**src/rtl/crtb_pkg.sv**
```systemverilog
`timescale 1ns / 1ps
`default_nettype none
package crtb_pkg;

	localparam int TIMER_COUNT = 4;
	localparam int COUNT_W     = 16;
	localparam int PRESCALE_W  = 10;
	localparam int PULSE_W     = 4;

	localparam logic [COUNT_W-1:0] COUNT_MAX = 16'hFFFF;

	localparam int CTL_PRESCALE_LSB = 0;
	localparam int CTL_CASCADE_BIT  = 2;
	localparam int CTL_IRQ_BIT      = 6;
	localparam int CTL_ENABLE_BIT   = 7;

	typedef enum logic [1:0] {
		ACT_TICK    = 2'd0,
		ACT_RELOAD  = 2'd1,
		ACT_CONTROL = 2'd2,
		ACT_READ    = 2'd3
	} crtb_action_t;

	typedef struct packed {
		crtb_action_t  action;
		logic [1:0]    timer_index;
		logic [15:0]   write_data;
	} crtb_req_t;

	typedef struct packed {
		logic [15:0]        read_data;
		logic [PULSE_W-1:0] irq_pulse;
		logic [PULSE_W-1:0] overflow_pulse;
	} crtb_rsp_t;

	typedef struct packed {
		logic tick;
		logic wr_reload;
		logic wr_ctrl;
		logic cascade_ok;
	} crtb_timer_cmd_t;

	typedef struct packed {
		logic carry_out;
		logic irq;
	} crtb_timer_stat_t;

	function automatic logic [PRESCALE_W-1:0] period_mask(input logic [1:0] sel);
		logic [PRESCALE_W-1:0] m;
		unique case (sel)
			2'd0:    m = 10'h000;
			2'd1:    m = 10'h03F;
			2'd2:    m = 10'h0FF;
			default: m = 10'h3FF;
		endcase
		return m;
	endfunction

endpackage
`default_nettype wire

```
**src/rtl/crtb_timer.sv**
```systemverilog
`timescale 1ns / 1ps
`default_nettype none
module crtb_timer (
	input  wire logic                          clk,
	input  wire logic                          arst_n,
	input  wire crtb_pkg::crtb_timer_cmd_t     cmd,
	input  wire logic [15:0]                   data,
	input  wire logic                          carry_in,
	output crtb_pkg::crtb_timer_stat_t         stat,
	output logic [crtb_pkg::COUNT_W-1:0]       count
);
	import crtb_pkg::*;

	logic [COUNT_W-1:0]    count_q, reload_q;
	logic [PRESCALE_W-1:0] prescale_cnt_q;
	logic [1:0]            prescale_sel_q;
	logic                  cascade_q, irq_en_q, running_q;
	logic                  step, wrap;

	always_comb begin
		step = 1'b0;
		if (cmd.tick && running_q) begin
			if (cascade_q) begin
				step = carry_in;
			end else begin
				step = (prescale_cnt_q & period_mask(prescale_sel_q)) == '0;
			end
		end
		wrap = step && (count_q == COUNT_MAX);
	end

	always_ff @(posedge clk or negedge arst_n) begin
		if (!arst_n) begin
			count_q        <= '0;
			reload_q       <= '0;
			prescale_cnt_q <= '0;
			prescale_sel_q <= '0;
			cascade_q      <= 1'b0;
			irq_en_q       <= 1'b0;
			running_q      <= 1'b0;
		end else begin
			if (cmd.tick && running_q && !cascade_q) begin
				prescale_cnt_q <= prescale_cnt_q + 1'b1;
			end
			if (wrap) begin
				count_q <= reload_q;
			end else if (step) begin
				count_q <= count_q + 1'b1;
			end
			if (cmd.wr_reload) begin
				reload_q <= data;
			end
			if (cmd.wr_ctrl) begin
				prescale_sel_q <= data[CTL_PRESCALE_LSB +: 2];
				cascade_q      <= data[CTL_CASCADE_BIT] & cmd.cascade_ok;
				irq_en_q       <= data[CTL_IRQ_BIT];
				running_q      <= data[CTL_ENABLE_BIT];
				if (!running_q && data[CTL_ENABLE_BIT]) begin
					count_q        <= reload_q;
					prescale_cnt_q <= '0;
				end
			end
		end
	end

	assign stat.carry_out = wrap;
	assign stat.irq       = wrap & irq_en_q;
	assign count          = count_q;

endmodule
`default_nettype wire

```
**src/rtl/cascadable_reload_timer_bank.sv**
```systemverilog
`timescale 1ns / 1ps
`default_nettype none
// Bank of four 16-bit up-counting reload timers with prescalers and a cascade
// chain. Every request (tick, reload write, control write or counter read)
// returns one response. The block takes one request per cycle unless a stalled
// response blocks it; each accepted request is held in the request register,
// which feeds the timer update and the response register, both written as the
// request advances. The cascade ripple through all timers is combinational.
module cascadable_reload_timer_bank (
	input  wire logic                clk,
	input  wire logic                arst_n,
	input  wire logic                req_valid,
	output logic                     req_stall,
	input  wire crtb_pkg::crtb_req_t req,
	output logic                     rsp_valid,
	input  wire logic                rsp_stall,
	output crtb_pkg::crtb_rsp_t      rsp
);
	import crtb_pkg::*;

	crtb_req_t  req_s1;
	logic       valid_s1;
	logic       adv_s1;
	crtb_rsp_t  rsp_q;
	logic       rsp_valid_q;

	crtb_timer_cmd_t    cmd [TIMER_COUNT];
	crtb_timer_stat_t   stat [TIMER_COUNT];
	logic [COUNT_W-1:0] count [TIMER_COUNT];
	logic [TIMER_COUNT:0] carry;
	logic [PULSE_W-1:0] ovf_vec, irq_vec;
	logic [COUNT_W-1:0] rd_data;
	logic               is_tick;

	assign adv_s1    = valid_s1 && (!rsp_valid_q || !rsp_stall);
	assign req_stall = valid_s1 && !adv_s1;
	assign is_tick   = adv_s1 && (req_s1.action == ACT_TICK);
	assign carry[0]  = 1'b0;

	always_ff @(posedge clk or negedge arst_n) begin
		if (!arst_n) begin
			valid_s1 <= 1'b0;
		end else if (req_valid && !req_stall) begin
			valid_s1 <= 1'b1;
		end else if (adv_s1) begin
			valid_s1 <= 1'b0;
		end
	end

	always_ff @(posedge clk) begin
		if (req_valid && !req_stall) begin
			req_s1 <= req;
		end
	end

	for (genvar i = 0; i < TIMER_COUNT; i++) begin : g_timer
		always_comb begin
			cmd[i].tick       = is_tick;
			cmd[i].wr_reload  = adv_s1 && (req_s1.action == ACT_RELOAD) &&
				(int'(req_s1.timer_index) == i);
			cmd[i].wr_ctrl    = adv_s1 && (req_s1.action == ACT_CONTROL) &&
				(int'(req_s1.timer_index) == i);
			cmd[i].cascade_ok = (i != 0);
		end

		crtb_timer u_timer (
			.clk      (clk),
			.arst_n   (arst_n),
			.cmd      (cmd[i]),
			.data     (req_s1.write_data),
			.carry_in (carry[i]),
			.stat     (stat[i]),
			.count    (count[i])
		);

		assign carry[i+1] = stat[i].carry_out;
	end

	for (genvar k = 0; k < PULSE_W; k++) begin : g_pulse
		if (k < TIMER_COUNT) begin : g_live
			assign ovf_vec[k] = stat[k].carry_out;
			assign irq_vec[k] = stat[k].irq;
		end else begin : g_none
			assign ovf_vec[k] = 1'b0;
			assign irq_vec[k] = 1'b0;
		end
	end

	always_comb begin
		rd_data = '0;
		if (req_s1.action == ACT_READ) begin
			for (int i = 0; i < TIMER_COUNT; i++) begin
				if (int'(req_s1.timer_index) == i) begin
					rd_data = count[i];
				end
			end
		end
	end

	always_ff @(posedge clk or negedge arst_n) begin
		if (!arst_n) begin
			rsp_valid_q <= 1'b0;
		end else if (adv_s1) begin
			rsp_valid_q <= 1'b1;
		end else if (!rsp_stall) begin
			rsp_valid_q <= 1'b0;
		end
	end

	always_ff @(posedge clk) begin
		if (adv_s1) begin
			rsp_q.read_data      <= rd_data;
			rsp_q.irq_pulse      <= is_tick ? irq_vec : '0;
			rsp_q.overflow_pulse <= is_tick ? ovf_vec : '0;
		end
	end

	assign rsp_valid = rsp_valid_q;
	assign rsp       = rsp_q;

	a_stall_needs_item: assert property (@(posedge clk) disable iff (!arst_n)
		req_stall |-> valid_s1)
		else $error("request stalled with empty request register");

	a_irq_within_ovf: assert property (@(posedge clk) disable iff (!arst_n)
		rsp_valid |-> ((rsp.irq_pulse & ~rsp.overflow_pulse) == '0))
		else $error("irq pulse without overflow");

	a_access_no_pulse: assert property (@(posedge clk) disable iff (!arst_n)
		(adv_s1 && req_s1.action != ACT_TICK) |=>
			(rsp.overflow_pulse == '0 && rsp.irq_pulse == '0))
		else $error("pulse on register access");

	a_tick_no_data: assert property (@(posedge clk) disable iff (!arst_n)
		(adv_s1 && req_s1.action != ACT_READ) |=> (rsp.read_data == '0))
		else $error("read data on non-read transfer");

endmodule
`default_nettype wire

```
**config.mk**
```make
export PLATFORM = sky130hd
export DESIGN_NAME = cascadable_reload_timer_bank
export DESIGN_NICKNAME = d
export VERILOG_FILES = /design/src/rtl/crtb_pkg.sv /design/src/rtl/crtb_timer.sv /design/src/rtl/cascadable_reload_timer_bank.sv
export SDC_FILE = /design/constraint.sdc
export NUM_CORES = 1
export LEC_CHECK = 0
export BUFFER_PORTS_ARGS = -buffer_cell sky130_fd_sc_hd__buf_2
export CAP_MARGIN = 20
export CELL_PAD_IN_SITES_DETAIL_PLACEMENT = 1
export CELL_PAD_IN_SITES_GLOBAL_PLACEMENT = 2
export CORE_MARGIN = 2
export CORE_UTILIZATION = 46
export CTS_CLUSTER_DIAMETER = 40
export CTS_CLUSTER_SIZE = 8
export DETAILED_ROUTE_END_ITERATION = 8
export PLACE_DENSITY_LB_ADDON = 0.1
export SYNTH_ARGS = -nofsm -noshare
export SYNTH_HDL_FRONTEND = slang
export SYNTH_SLANG_ARGS = --single-unit
```
**constraint.sdc**
```tcl
create_clock -name clk -period 6 [get_ports clk]
set_input_delay 1.5 -clock clk [delete_from_list [all_inputs] [get_ports clk]]
set_output_delay 1.5 -clock clk [all_outputs]
set_load 0.02 [all_outputs]
```
# Word-level counts from Yosys, hierarchy flattened
# Cells that the tools add are included.
# totals
regBits	233
# classes
n_mux	54
bitwise	8
addsub	8
reduce_logical	52
eq_ne	19
# op_table
op	n
16-bit two-way mux	20
10-bit two-way mux	19
10-bit case mux with 3 select lines	4
16-bit by 1-bit adder with 16-bit output, second input constant	4
16-bit equality test, second input constant	4
10-bit by 1-bit adder with 10-bit output, second input constant	4
10-bit bitwise AND	4
10-bit zero test	4
1-bit logical AND	29
2-bit equality test, second input constant	8
2-bit by 1-bit equality test with 1-bit output, second input constant	6
2-bit zero test	6
1-bit zero test	11
1-bit two-way mux	11
1-bit bitwise AND	4
2-bit by 1-bit != test with 1-bit output, second input constant	1
2-bit nonzero test	1
1-bit logical OR	1

# Logic depth before layout (Yosys ltp)
# logic_depth
ltp_word	22
mapped_depth	12
depth_no_buf	10

# By module
# From an unflattened synthesis, not the netlist that was laid out.
# hier_totals
hier_cells	1012
area_unflattened_um2	11484.8
# modules_own_cells
module	instances	area_per_inst_um2	seq_area_each_um2	cells_per_inst
crtb_timer (g_timer[0].u_timer ...)	3	2321.0	1176.1	216
crtb_timer (g_timer[3].u_timer)	1	2342.2	1176.1	221
cascadable_reload_timer_bank	1	2179.6	1371.3	143

# Least setup slack after synthesis
# No wires, ideal clock.
# synth_path
path_type	input to register
startpoint	input port rsp_stall
endpoint	register g_timer[3].u_timer.count_q[10]
required_time_ns	5.875
arrival_ns	4.075
path_buffers	2
path_stages	12
setup_ns	0.125
setup_slack_ns	1.800
cell_sequence	nand2_1 nand2_1 inv_2 and4b_1 buf_2 a21boi_2 o221ai_2 a2111oi_4 nor2_4 o21bai_4 buf_8 mux2_4
# synth_via
elab_chain_len	19
word_cells_on_any_way	25
# synth_lines
element	line_no	rtl
start: declaration	cascadable_reload_timer_bank.sv:16	input wire logic rsp_stall,
1-bit zero test (*)	n/a	
1-bit logical OR (*)	cascadable_reload_timer_bank.sv:35	assign adv_s1 = valid_s1 && (!rsp_valid_q || !rsp_stall);
1-bit logical AND (*)	cascadable_reload_timer_bank.sv:35	
net adv_s1	cascadable_reload_timer_bank.sv:23	logic adv_s1;
1-bit logical AND	cascadable_reload_timer_bank.sv:37	assign is_tick = adv_s1 && (req_s1.action == ACT_TICK);
1-bit logical AND	crtb_timer.sv:22	if (cmd.tick && running_q) begin
1-bit two-way mux	crtb_timer.sv:22	
1-bit logical AND	crtb_timer.sv:29	wrap = step && (count_q == COUNT_MAX);
[... 4 more ...]	n/a	
1-bit two-way mux	crtb_timer.sv:22	
1-bit logical AND	crtb_timer.sv:29	
1-bit two-way mux	crtb_timer.sv:23	if (cascade_q) begin
1-bit two-way mux	crtb_timer.sv:22	
16-bit two-way mux / 1-bit logical AND (equally long branches)	crtb_timer.sv:47, crtb_timer.sv:29	
16-bit two-way mux	crtb_timer.sv:45	if (wrap) begin
16-bit two-way mux	crtb_timer.sv:58	if (!running_q && data[CTL_ENABLE_BIT]) begin
16-bit two-way mux (*)	crtb_timer.sv:53	if (cmd.wr_ctrl) begin
end signal: assignment	crtb_timer.sv:46	count_q <= reload_q;
end signal: assignment	crtb_timer.sv:48	count_q <= count_q + 1'b1;
end signal: assignment	crtb_timer.sv:59	count_q <= reload_q;
end: declaration	crtb_timer.sv:14	logic [COUNT_W-1:0] count_q, reload_q;
# Mark *: on every way through the listed nets, which the timed path passes. The rest lies on a longest branch.
# A chain may end at the register's enable or synchronous reset.

# Worst setup path after layout
# layout_path
startpoint	input port rsp_stall
endpoint	register g_timer[3].u_timer.count_q[15]
# Same word-level chain as after synthesis.

==> metrics.csv <==
stage,metric,value,unit
power,Internal Power,4.03,mW
timing,Slew @ Worst Pin,1.08,ns
layout,Layout area overhead,19.3,%
die,Die Ht,159,um
synthesis,syn nets,952,
setup_path,worst setup path end,g_timer[3].u_timer.count[15],
synthesis,cell taking the most area after synthesis,dfrtp_1,
timing,Max Slew Vio Count,0,
synthesis,post-synthesis sequential area ratio,55.0,%
synthesis,Syn Std Cell Area,11000,sq um
drt,Post-Route WL,30000,um
timing,clock skew,0.0174,ns
hold_path,hold crit path type,reg2reg,
layout,share of layout cells above drive strength 1,25.4,%
drt,1st-pass router iterations,4,
setup_path,crit-path max FO,15,
clocking,clock latency on the worst-skew pair,0.52,ns
timing,RSZ-0062 raised after global routing,no,
timing,period utilization,76.0,%
timing,FMAX,219,MHz
drt,"antenna viol nets, final",0,
run_status,status,completed,
synthesis,Main synth FF type,dfrtp_1,
power,pwr dens,422,nW/um^2
die,Die X-Extent,159,um
clocking,cts bufs inserted,45,
die,core region area,23500,sq um
setup_path,worst r2r path cells,12,
clocking,post-CTS setup buffer count,0,
die,row count,56,
die,die area,25200,sq um
global_routing,first-pass GRT wire length,47300,um
setup_path,Critical R2R Launch,rsp_valid,
timing,Final Hold Violating Endpoints,0,
drt,Residual DRC,0,
timing,Worst slew margin,27.7,%
clocking,Hold Buf Count CTS,0,
global_routing,via count of the first global-routing pass,8282,
setup_path,CP Data Required Time,6.39,ns
placed_design,PortBufs,49,
timing,Post-Route Setup TNS,0,ns
clocking,Root Buffer,clkbuf_16,
clocking,post-CTS sizing,0,
power,Tot Pwr,5.54,mW
global_routing,met2 GRT Util,41.5,%
clocking,clock-pin transition on the worst setup and hold timing paths,0.05,ns
global_routing,GRT overflow,0,
power,Logic pwr share,13.6,%
power,Switch Pwr,1.50,mW
setup_path,WP data arrival,4.95,ns
layout,final net count,1024,
flow_run,Max Cap Viol,0,
timing,minimum clock period after layout,4.56,ns
clocking,CTS tree,built,
setup_path,Worst setup SP type,input port,
synthesis,top post-synthesis cells by area,"dfrtp_1 43%, edfxtp_1 12%, mux2_2 9.2%",
global_routing,M3 GR Usage,4.22,%
synthesis,"Avg Cell Area, Syn",11.9,sq um
synthesis,Unique masters post-synth,58,
global_routing,initial antenna violation count,0,
drt,post-DR vias/cell,5.69,
layout,antenna fix cells,0,
setup_path,Crit Reg-Reg Endpoint,g_timer[3].u_timer.count[15],
global_routing,GR Layer Usage met1,32.1,%
synthesis,number of flops mapped to enable cells by yosys,44,
power,Sw Share,27.1,%
power,Clk pwr share,44.1,%
drt,wire per inst,22.3,um
clocking,clk sinks,233,
layout,Filler Cell Count,2423,
timing,worst setup margin,1.44,ns
timing,Final Setup Violations,0,
setup_path,CP startpoint,rsp_stall,
synthesis,Synth Register Bits,233,
die,Starting Density,46.8,%
die,IO Pins,50,
setup_path,critical path class,in2reg,
power,leak pwr,5.66,nW
global_routing,gr busiest metal,met2,
clocking,clock tree buffer depth,3,
setup_path,CP Capture Type,flip-flop,
setup_path,FF-to-FF setup slack,2.14,ns
placed_design,GPL Wtd Cong,0.842,
synthesis,synth warn,0,
global_routing,largest net degree at the start of global routing,121,
drt,Iter 0 DRT Violations,355,
clocking,htree depth,2,
power,peak supply drop,0.229,mV
global_routing,Overall Global Routing Usage,24.9,%
drt,via count,7649,
synthesis,Yosys top cell area share,43.0,%
synthesis,Syn Inst Count,920,
placed_design,post-DP HPWL,20700,um
placed_design,pre-CTS WS,0.939,ns
power,register share of total power,42.3,%
synthesis,Async SR Flop Fraction,81.1,%
## how the worst min path moves through the flow
stage | from | endpoint | slack (ns) | cells after the start
after floorplan | g_timer[1].u_timer.reload_q[0] | g_timer[1].u_timer.count[0] | 0.44 | 2
after global placement | g_timer[1].u_timer.reload_q[14] | g_timer[1].u_timer.count[14] | 0.45 | 2
after detailed placement | g_timer[1].u_timer.reload_q[14] | g_timer[1].u_timer.count[14] | 0.47 | 2
after global routing | g_timer[1].u_timer.reload_q[2] | g_timer[1].u_timer.count[2] | 0.50 | 2
final | g_timer[1].u_timer.reload_q[8] | g_timer[1].u_timer.count[8] | 0.47 | 2
after CTS | g_timer[1].u_timer.reload_q[8] | g_timer[1].u_timer.count[8] | 0.47 | 2
## area by class of cell
class | instances | area, sq um | area share, %
tap | 319 | 399 | 3.04
clock buffer | 68 | 1310 | 10.0
clock inverter | 13 | 175 | 1.34
sequential | 233 | 6050 | 46.1
multi-input combinational | 641 | 4770 | 36.3
inverter | 9 | 33.8 | 0.257
timing repair buffer | 62 | 383 | 2.92
## metrics by stage
stage	hold slack [ns]	std cells	util (%)	instance area (sq um)
2_1_floorplan	0.444	920	-	11000
3_3_place_gp	0.454	1261	49.3	11600
3_5_place_dp	0.467	1261	49.3	11600
4_1_cts	0.474	1342	55.7	13100
5_1_grt	0.498	1345	55.9	13100
6_report	0.467	1345	55.9	13100
## placed cells by master, fill, tap and decap left out, types with 9 or more instances in the layout
| master | count |
|---|---|
| a21oi_1 | 36 |
| and2_1 | 11 |
| and3_1 | 42 |
| and4_1 | 10 |
| buf_2 | 48 |
| buf_4 | 10 |
| clkbuf_1 | 13 |
| clkbuf_16 | 45 |
| clkbuf_8 | 11 |
| dfrtp_1 | 189 |
| edfxtp_1 | 44 |
| mux2_2 | 90 |
| mux2_4 | 9 |
| mux2i_1 | 9 |
| mux4_2 | 16 |
| nand2_1 | 66 |
| nand3_1 | 22 |
| nand4_1 | 23 |
| nor2_1 | 96 |
| nor3_1 | 13 |
| o2111ai_1 | 11 |
| o21ai_0 | 30 |
| xnor2_1 | 46 |
| xor2_1 | 39 |
## layer usage
| layer | up-vias | share of wire [%] |
|---|---|---|
| li1 | 3485 | - |
| met5 | - | 0 |
| met4 | 0 | 3.9 |
| met1 | 3914 | 42 |
| met2 | 177 | 49 |
| met3 | 73 | 4.8 |
## synthesized netlist by cell type, drive strengths merged, types with 2 or more instances
library cell,instances
dfrtp,189
mux2,99
nor2,99
nand2,66
xnor2,46
edfxtp,44
and3,42
xor2,39
a21oi,36
o21ai,30
clkbuf,29
nand4,24
nand3,22
mux4,16
nor3,14
and2,11
o2111ai,11
and4,10
inv,9
mux2i,9
nor3b,9
nor4,9
buf,8
ha,8
or3,8
nor2b,4
a2111oi,2
a31oi,2
nand2b,2
nand3b,2
nand4b,2
o2111a,2
o21a,2
o2bb2ai,2
## kinds of logic after synthesis
logic type	count (synthesis)	synth area share, %
AND/OR/NAND/NOR	327	15.1
flip-flops	233	55.0
multiplexers	124	14.5
AO/OA/AOI/OAI	97	5.86
XOR/XNOR	85	6.77
buffers and inverters	46	1.74
adder cells (fa/ha/maj)	8	0.911
## worst max-delay path: stages
cell and delay, ns:
buf_2 0.10, nand2_1 0.08, nand2_1 0.13, inv_2 0.34, buf_4 0.28, and3_1 0.36
o2111a_1 0.30, o221ai_2 0.17, a2111oi_4 0.37, buf_4 0.28, nor2_4 0.08, o21bai_4 0.53
mux2_2 0.40
## power groups by stage
stage                     Clock, mW  Combinational (mW)  Sequential [mW]
after global routing           2.56               0.841             2.39
final                          2.44               0.754             2.34
after global placement            0               0.709             2.34
after detailed placement          0               0.753             2.36
after floorplan                   0               0.582             2.20
after CTS                      2.49               0.763             2.34
## sequential cells by signal, indices dropped and copies added (netlist names)
register	flops
g_timer.u_timer.count	64
g_timer.u_timer.reload_q	64
g_timer.u_timer.prescale_cnt_q	40
rsp	24
req_s1	20
g_timer.u_timer.prescale_sel_q	8
g_timer.u_timer.irq_en_q	4
g_timer.u_timer.running_q	4
g_timer.u_timer.cascade_q	3
rsp_valid	1
valid_s1	1
Power figures use the tool's default switching activity.
